[src/rtl/can_frame_drive_mode_rewriter_core_assert.svh]
`ifndef CAN_FRAME_DRIVE_MODE_REWRITER_CORE_ASSERT_SVH
`define CAN_FRAME_DRIVE_MODE_REWRITER_CORE_ASSERT_SVH
// implication check under reset
`define CFD_ASSERT_IMP(label, ante, cons) \
	label: assert property (@(posedge clk) disable iff (!arst_n) (ante) |-> (cons)) \
		else $error("assertion failed");
// next-cycle implication check under reset
`define CFD_ASSERT_NEXT(label, ante, cons) \
	label: assert property (@(posedge clk) disable iff (!arst_n) (ante) |=> (cons)) \
		else $error("assertion failed");
`endif

[src/rtl/cfdmr_pkg.sv]
package cfdmr_pkg;
	localparam logic [1:0] KIND_MODE = 2'd0;
	localparam logic [1:0] KIND_BUTTON = 2'd1;
	localparam logic [1:0] KIND_FRAME = 2'd2;
	localparam logic [1:0] KIND_TICK = 2'd3;
	localparam logic [1:0] BUS_C1 = 2'd0;
	localparam logic [1:0] BUS_C2 = 2'd1;
	localparam logic [1:0] BUS_BH = 2'd2;
	localparam logic [2:0] MODE_UNKNOWN = 3'd0;
	localparam logic [2:0] MODE_RACE = 3'd1;
	localparam logic [1:0] REG_ENABLED = 2'd0;
	localparam logic [1:0] REG_LONG_PRESS = 2'd1;
	localparam logic [1:0] REG_TAP_WINDOW = 2'd2;
	localparam logic [1:0] REG_RESEND_GAP = 2'd3;
	localparam logic [28:0] ID_384 = 29'h384;
	localparam logic [28:0] ID_46C = 29'h46C;
	localparam logic [28:0] ID_4AF = 29'h4AF;
	localparam logic [28:0] ID_5A8 = 29'h5A8;
	localparam logic [28:0] ID_25A = 29'h25A;
	localparam int QDEPTH = 2;
	localparam int QPTR_W = 1;

	typedef enum logic [2:0] {
		OP_NONE, OP_C1_384, OP_C2_384, OP_46C, OP_4AF, OP_5A8, OP_25A, OP_RESEND
	} op_t;

	typedef struct packed {
		logic handled;
		logic tap_twice;
		op_t op;
		logic race;
		logic [1:0] bus;
		logic [28:0] id;
		logic [3:0] dlc;
		logic [63:0] payload;
		logic [31:0] now_ms;
	} cmd_t;

	typedef struct packed {
		logic handled;
		logic tap_twice;
		logic frame_valid;
		logic [1:0] out_bus;
		logic [28:0] out_id;
		logic out_extended;
		logic [3:0] out_dlc;
		logic [63:0] out_payload;
		logic [31:0] out_timestamp;
	} res_t;

	function automatic logic [63:0] with_crc(input logic [63:0] p);
		logic [7:0] crc;
		crc = 8'hFF;
		for (int i = 0; i < 7; i++) begin
			crc = crc ^ p[8*i +: 8];
			for (int b = 0; b < 8; b++) begin
				crc = crc[7] ? ((crc << 1) ^ 8'h1D) : (crc << 1);
			end
		end
		return {crc ^ 8'hFF, p[55:0]};
	endfunction

	function automatic logic [63:0] force_mode(input logic [63:0] p, input logic [7:0] v);
		return {p[63:16], (p[15:8] & ~8'h7C) | v, p[7:0]};
	endfunction
endpackage

[src/rtl/cfdmr_queue.sv]
module cfdmr_queue import cfdmr_pkg::*; (
	input logic clk,
	input logic arst_n,
	input logic push,
	input cmd_t push_data,
	output logic full,
	input logic pop,
	output logic empty,
	output cmd_t pop_data
);
	cmd_t mem_q [QDEPTH];
	logic [QPTR_W-1:0] wr_q, rd_q;
	logic [QPTR_W:0] cnt_q;

	assign full = (cnt_q == (QPTR_W+1)'(QDEPTH));
	assign empty = (cnt_q == '0);
	assign pop_data = mem_q[rd_q];

	always_ff @(posedge clk) begin
		if (push) mem_q[wr_q] <= push_data;
	end

	always_ff @(posedge clk or negedge arst_n) begin
		if (!arst_n) begin
			wr_q <= '0;
			rd_q <= '0;
			cnt_q <= '0;
		end else begin
			if (push) wr_q <= wr_q + 1'b1;
			if (pop) rd_q <= rd_q + 1'b1;
			cnt_q <= cnt_q + (QPTR_W+1)'(push) - (QPTR_W+1)'(pop);
		end
	end

	`include "can_frame_drive_mode_rewriter_core_assert.svh"
	`CFD_ASSERT_IMP(a_no_overflow, push, !full || pop)
	`CFD_ASSERT_IMP(a_no_underflow, pop, !empty)
	`CFD_ASSERT_IMP(a_cnt_range, 1'b1, cnt_q <= (QPTR_W+1)'(QDEPTH))
endmodule

[config.mk]
export PLATFORM = sky130hd
export DESIGN_NAME = cfdmr_queue
export DESIGN_NICKNAME = d
export VERILOG_FILES = /design/src/rtl/cfdmr_pkg.sv /design/src/rtl/cfdmr_queue.sv
export VERILOG_INCLUDE_DIRS = /design/src /design/src/rtl
export SDC_FILE = /design/constraint.sdc
export NUM_CORES = 1
export LEC_CHECK = 0
export ABC_CLOCK_PERIOD_IN_PS = 8700
export BUFFER_PORTS_ARGS = -buffer_cell sky130_fd_sc_hd__buf_2
export CELL_PAD_IN_SITES_DETAIL_PLACEMENT = 1
export CELL_PAD_IN_SITES_GLOBAL_PLACEMENT = 1
export CORE_MARGIN = 2
export CORE_UTILIZATION = 44
export DETAILED_ROUTE_END_ITERATION = 10
export PLACE_DENSITY_LB_ADDON = 0.12
export SLEW_MARGIN = 20
export SYNTH_ARGS = -nofsm -noshare
export SYNTH_HDL_FRONTEND = slang
export SYNTH_SLANG_ARGS = --single-unit
[constraint.sdc]
create_clock -name clk -period 8.7 [get_ports clk]
set_clock_uncertainty 0.2 [all_clocks]
set_input_delay 2.175 -clock clk [delete_from_list [all_inputs] [get_ports clk]]
set_output_delay 2.175 -clock clk [all_outputs]
set_load 0.01 [all_outputs]
==> results of run 1 <==
## power groups by stage
| stage | sequential [mW] | combinational, mW | clock, mW |
|---|---|---|---|
| 2_1_floorplan | 1.88 | 0.780 | 0 |
| 3_3_place_gp | 1.93 | 1.08 | 0 |
| 3_5_place_dp | 1.95 | 1.09 | 0 |
| 4_1_cts | 1.92 | 1.10 | 1.18 |
| 5_1_grt | 1.94 | 1.16 | 1.22 |
| 6_report | 1.91 | 1.07 | 1.15 |
## cell families after synthesis
group,Yosys count
XOR/XNOR,3
buffers and inverters,17
adder cells (fa/ha/maj),2
flip-flops,278
AND/OR/NAND/NOR,4
multiplexers,137
## flip-flops by register name, summed over array words and instances (netlist names)
register / count
mem_q: 274
cnt_q: 2
rd_q: 1
wr_q: 1
## Yosys cell counts
master / count / area share, %
inv_1: 2 / 0.074
xor2_1: 2 / 0.17
buf_6: 14 / 1.6
ha_1: 2 / 0.25
nor2b_1: 2 / 0.12
edfxtp_1: 274 / 81
dfrtp_1: 4 / 0.99
nor2_1: 1 / 0.037
xor3_1: 1 / 0.23
and2_1: 1 / 0.062
buf_2: 1 / 0.049
mux2_2: 137 / 15
## cell type report
class                           instances  area share [%]
Clock inverter                         12           0.910
Clock buffer                           37            5.97
Multi-Input combinational cell        146            13.0
Sequential cell                       278            65.9
Tap cell                              285            2.82
Antenna cell                            7           0.138
Timing Repair Buffer                  283            11.3
Inverter                                2          0.0593
## worst reg2reg max path: stages (launching register included)
cell	delay, ns
dfrtp_1	0.43
nor2b_4	0.12
buf_4	0.69
buf_4	0.90
## per-layer routing
| metal | GRT usage (%) | vias up | wire (um) |
|---|---|---|---|
| met5 | 0 | - | 32 |
| met4 | 5.85 | 6 | 606 |
| met3 | 6.08 | 44 | 1810 |
| met2 | 30.6 | 186 | 11000 |
| met1 | 18.9 | 2545 | 7750 |
| li1 | - | 2362 | - |
## worst max path at each step
stage,depth (start not counted),start,end,slack (ns)
2_1_floorplan,1,push,mem_q[0][0],2.32
3_3_place_gp,3,rd_q,pop_data[24],3.81
3_5_place_dp,3,rd_q,pop_data[24],3.72
4_1_cts,3,rd_q,pop_data[24],3.13
5_1_grt,3,rd_q,pop_data[24],3.06
6_report,3,rd_q,pop_data[65],3.21
==> impl_metrics.json, run 1 <==
{
  "setup_violations": 0,
  "grt_remaining_overflow": 0,
  "nFillCells": 2069,
  "cts_buffers": 29,
  "final_area_sq_um": 12700,
  "dieHeight_um": 156,
  "antenna_found_initial": 8,
  "cp_data_required_time_ns": 6.33,
  "cts.clk_slew.worst_paths_ns": 0.06,
  "pwr-share-clk_pct": 27.8,
  "ios": 280,
  "fin_ws_ns": 3.21,
  "avgSynthCellArea_sq_um": 23.0,
  "path_max_fanout": 72,
  "hold_path_depth": 1,
  "cts_sinks": 278,
  "clk_latency_ns": 0.53,
  "powerDensity_nw_per_um2": 327,
  "ys_seq_area_share_pct": 82.2,
  "synthMuxAreaShare_pct": 15.2,
  "cp-end-kind": "output pin",
  "sw_frac_of_total_pct": 28.3,
  "synth_cells": 441,
  "ys_ff_latch": 278,
  "worstHoldStart": "wr_q",
  "synth_top_family_by_area": "multiplexers",
  "io_buffers": 279,
  "ff2ff_path_depth": 3,
  "grt_max_degree": 74,
  "p_seq_share_pct": 46.2,
  "status": "finished, final reports clean",
  "combPwrFrac_pct": 26.0,
  "synthSimpleGateAreaFrac_pct": 0.222,
  "grt_pass1_wl_um": 31400,
  "whs_ns": 0.359,
  "synth_fa_ha_area_share_pct": 0.247,
  "cts.path.max_buffers": 3,
  "p_leak_nw": 4.77,
  "layout_commonest_cell": "buf_2",
  "via_per_inst": 4.90,
  "ys_types": 12,
  "power.switching_mw": 1.17,
  "vias": 5143,
  "fin_crit_sh_pct": 63.1,
  "path_delay_family": "flip-flops",
  "cts_root_buffer": "clkbuf_16",
  "fin_tns_setup_ns": 0,
  "dp_slack_ns": 3.72,
  "syn_area_sq_um": 10100,
  "postCtsSetupBuffers": 0,
  "final_cells": 1050,
  "seq_area_sq_um": 8330,
  "hold_viol_final": 0,
  "slew_headroom_pct": 33.3,
  "rsz0062_at_grt": "false",
  "layout-drive-gt1-share_pct": 60.7,
  "ctsResizeCount": 0,
  "grt_use_total_pct": 17.1,
  "final_cell_mix": "buf_2, edfxtp_1, mux2_2",
  "critPathKind": "flop to output pin",
  "synth-xor-area-share_pct": 0.408,
  "power_mw": 4.13,
  "reg2reg_to": "mem_q[0][90]",
  "cp_cell_sequence": "buf_4 -> mux2_2 -> buf_2",
  "period_minus_slack_ns": 5.49,
  "multi_input_area_sq_um": 1640,
  "ir_drop_mv": 0.197,
  "wl_um": 21200,
  "tightest_slew_ns": 1.00,
  "rrSetupSlack_ns": 5.91,
  "postCtsHoldBufs": 0,
  "cts_tree": "built",
  "final_core_util_pct": 55.9,
  "path_buf_inv": 2,
  "synth_compound_area_share_pct": 0,
  "die_width_um": 156,
  "finalMaxSlewViolations": 0,
  "dp_cells": 994,
  "wl_per_cell_um": 20.2,
  "yosys_warnings": 0,
  "fmax_mhz": 182,
  "dp_hpwl_um": 14100,
  "htreeDepth": 1,
  "post_dp_cell_area_sq_um": 11800,
  "crit_arrival_ns": 3.11,
  "area.growth.synth_to_final_pct": 24.9,
  "holdPathEnd": "wr_q",
  "hp-class": "flop to flop",
  "drc": 0,
  "grt_pass1_vias": 5629,
  "r2r_start": "wr_q",
  "p_int_mw": 2.96,
  "drt_pass1_iterations": 4,
  "die-area_sq_um": 24300,
  "drv_cap": 0,
  "drtIter0Drc": 287,
  "start_util_pct": 44.7,
  "critical-path-slowest-cell": "dfrtp_4",
  "antenna_left": 0,
  "start_kind": "flop",
  "placementRows": 55,
  "core_sq_um": 22600,
  "final_nets": 883,
  "syn_nets": 584,
  "slowest_delay_ns": 1.01,
  "gp_congestion": 0.749
}
Power figures use the tool's default switching activity.
==> inputs of run 2 (changes only) <==
ABC_AREA = 1   (was unset)
ABC_CLOCK_PERIOD_IN_PS = 4900   (was 8700)
CORE_UTILIZATION = 38   (was 44)
clock period = 4.9 ns   (was 8.7 ns; I/O delays follow)
==> run 2 against run 1 <==
Sequential power grew 74%; cell count grew 33%; sequential share of layout area shrank 2.4 points; non-clock buffer count grew 4; largest power group unchanged; clock-buffer cell count grew 1; area after synthesis grew 1.7%; combinational power grew 94%; synthesized cell count grew 68%; power grew 89%; utilization shrank 6.9 points; critical endpoint is now pop_data[98].
==> impl_metrics.json, run 2 <==
{
  "status": "finished, final reports clean",
  "hold_viol_final": 0,
  "yosys_warnings": 0,
  "placementRows": 60,
  "synth_common_cells": "edfxtp_1, inv_1, nand2_1",
  "start_util_pct": 38.4,
  "antenna_found_initial": 7,
  "setup_violations": 0,
  "postCtsHoldBufs": 0,
  "synth_edf_count": 274,
  "avgSynthCellArea_sq_um": 13.9,
  "critPathKind": "flop to output pin",
  "htreeDepth": 1,
  "final_core_util_pct": 49.0,
  "die_width_um": 169,
  "path_max_fanout": 59,
  "grt_use_total_pct": 15.4,
  "cts.clk_slew.worst_paths_ns": 0.06,
  "antenna_left": 0,
  "grt_pass1_vias": 6542,
  "largest_register": "mem_q",
  "synthFlopType": "edfxtp_1",
  "r2r_start": "wr_q",
  "area.growth.synth_to_final_pct": 27.5,
  "wl_per_cell_um": 16.0,
  "ys_ff_latch": 278,
  "final_cell_mix": "buf_2, edfxtp_1, inv_1, nand2_1, o21ai_0",
  "syn_nets": 883,
  "powerDensity_nw_per_um2": 595,
  "ir_drop_mv": 0.548,
  "cts_tree": "built",
  "rrSetupSlack_ns": 2.79,
  "cts_root_buffer": "clkbuf_16",
  "yosys.area.top_type_share_pct": 79.9,
  "synthArstFlopShare_pct": 1.44,
  "synth_cells": 740,
  "start_kind": "flop",
  "p_leak_nw": 5.60,
  "crit_arrival_ns": 2.21,
  "synth.area.top_cells": "edfxtp_1, o21ai_0, inv_1",
  "cts.path.max_buffers": 3,
  "tightest_slew_ns": 1.03,
  "grt_pass1_wl_um": 34300,
  "reg_top3": "mem_q: 274 flops, cnt_q: 2 flops",
  "cts_buffers": 30,
  "period_minus_slack_ns": 3.63,
  "rsz0062_at_grt": "false",
  "startpoint": "rd_q",
  "vias": 6350,
  "ys_types": 12,
  "dp_hpwl_um": 14800,
  "hp-class": "input pin to async pin",
  "wl_um": 22400,
  "clk_latency_ns": 0.54,
  "cts_sinks": 278,
  "finalMaxSlewViolations": 0,
  "syn_area_sq_um": 10300,
  "postCtsSetupBuffers": 0,
  "ys_seq_area_share_pct": 80.8,
  "slew_headroom_pct": 31.6,
  "layout_commonest_cell": "buf_2",
  "dieHeight_um": 169,
  "layout-drive-gt1-share_pct": 31.6,
  "final_nets": 1172,
  "core_sq_um": 26800,
  "drc": 0,
  "grt_remaining_overflow": 0,
  "gp_congestion": 0.740,
  "drv_cap": 0,
  "via_per_inst": 4.55,
  "drtIter0Drc": 274,
  "grt_max_degree": 107,
  "synth.largest_area_cell": "edfxtp_1",
  "fmax_mhz": 275,
  "cp-end-kind": "output pin",
  "fin_tns_setup_ns": 0,
  "largest_reg_flops": 274,
  "drt_pass1_iterations": 4,
  "io_buffers": 279,
  "yosysMostFrequentCell": "edfxtp_1",
  "cp_data_required_time_ns": 3.47,
  "ios": 280,
  "die-area_sq_um": 28400,
  "ctsResizeCount": 0,
  "fin_crit_sh_pct": 74.1
}
## run 2: changes by cell type in the layout (fill, tap and decap cells not counted), sizes merged
cell,delta
nand2,+143
inv,+140
nor2b,-2
nor2,+2
clkinv,+2
xor3,-1
and2,-1
clkbuf,+1
mux2,-137
bufinv,+5
buf,+4
diode,-5
o21ai,+137
nand3,+1
## run 2: worst paths after layout
path,to,depth (start not counted)
worst max-delay path,pop_data[98],4
worst min-delay path,wr_q,1
worst max register to register,mem_q[1][96],3
worst min register to register,wr_q,1
max in group asynchronous,rd_q,1
min in group clk,wr_q,1
## run 2: cells by family after synthesis
kind of cell,share of synthesized area [%]
adder cells (fa/ha/maj),0.243
AO/OA/AOI/OAI,6.66
AND/OR/NAND/NOR,5.37
flip-flops,80.8
buffers and inverters,6.73
XOR/XNOR,0.170
## run 2: metal layers
metal / vias up / routed length, um / track usage (%)
li1: 3079 / - / -
met1: 3019 / 9310 / 19.3
met2: 206 / 10700 / 25.6
met3: 36 / 1870 / 5.47
met4: 10 / 422 / 4.09
met5: - / 57 / 0
## run 2: area by class of cell
type / instances / area, sq um
Fill cell: 2778 / 13700
Inverter: 144 / 546
Multi-Input combinational cell: 288 / 1290
Antenna cell: 2 / 5.00
Sequential cell: 278 / 8330
Clock inverter: 17 / 253
Timing Repair Buffer: 287 / 1480
Tap cell: 341 / 427
Clock buffer: 38 / 802
## run 2: stage by stage
| step | hold WS (ns) | instances | area, sq um | setup slack [ns] | power [mW] |
|---|---|---|---|---|---|
| global route | 0.269 | 1393 | 13100 | 1.00 | 8.28 |
| global placement | 0.335 | 1338 | 12100 | 1.84 | 5.47 |
| CTS | 0.260 | 1393 | 13100 | 1.20 | 7.95 |
| detailed placement | 0.339 | 1338 | 12100 | 1.79 | 5.53 |
| finish | 0.283 | 1395 | 13100 | 1.27 | 7.81 |
| floorplan | 0.315 | 740 | 10300 | 0.281 | 4.56 |
## run 2: power breakdown
part / switching [mW] / internal (mW) / leakage, nW
combinational: 1.39 / 0.693 / 2.47
clock: 0.884 / 1.51 / 0.514
sequential: 0.172 / 3.16 / 2.62
## run 2: worst max-delay path, stage by stage, from the launching register on
cell,delay (ns)
dfrtp_4,0.80
buf_4,0.40
nand2_1,0.08
o21ai_0,0.16
buf_2,0.21
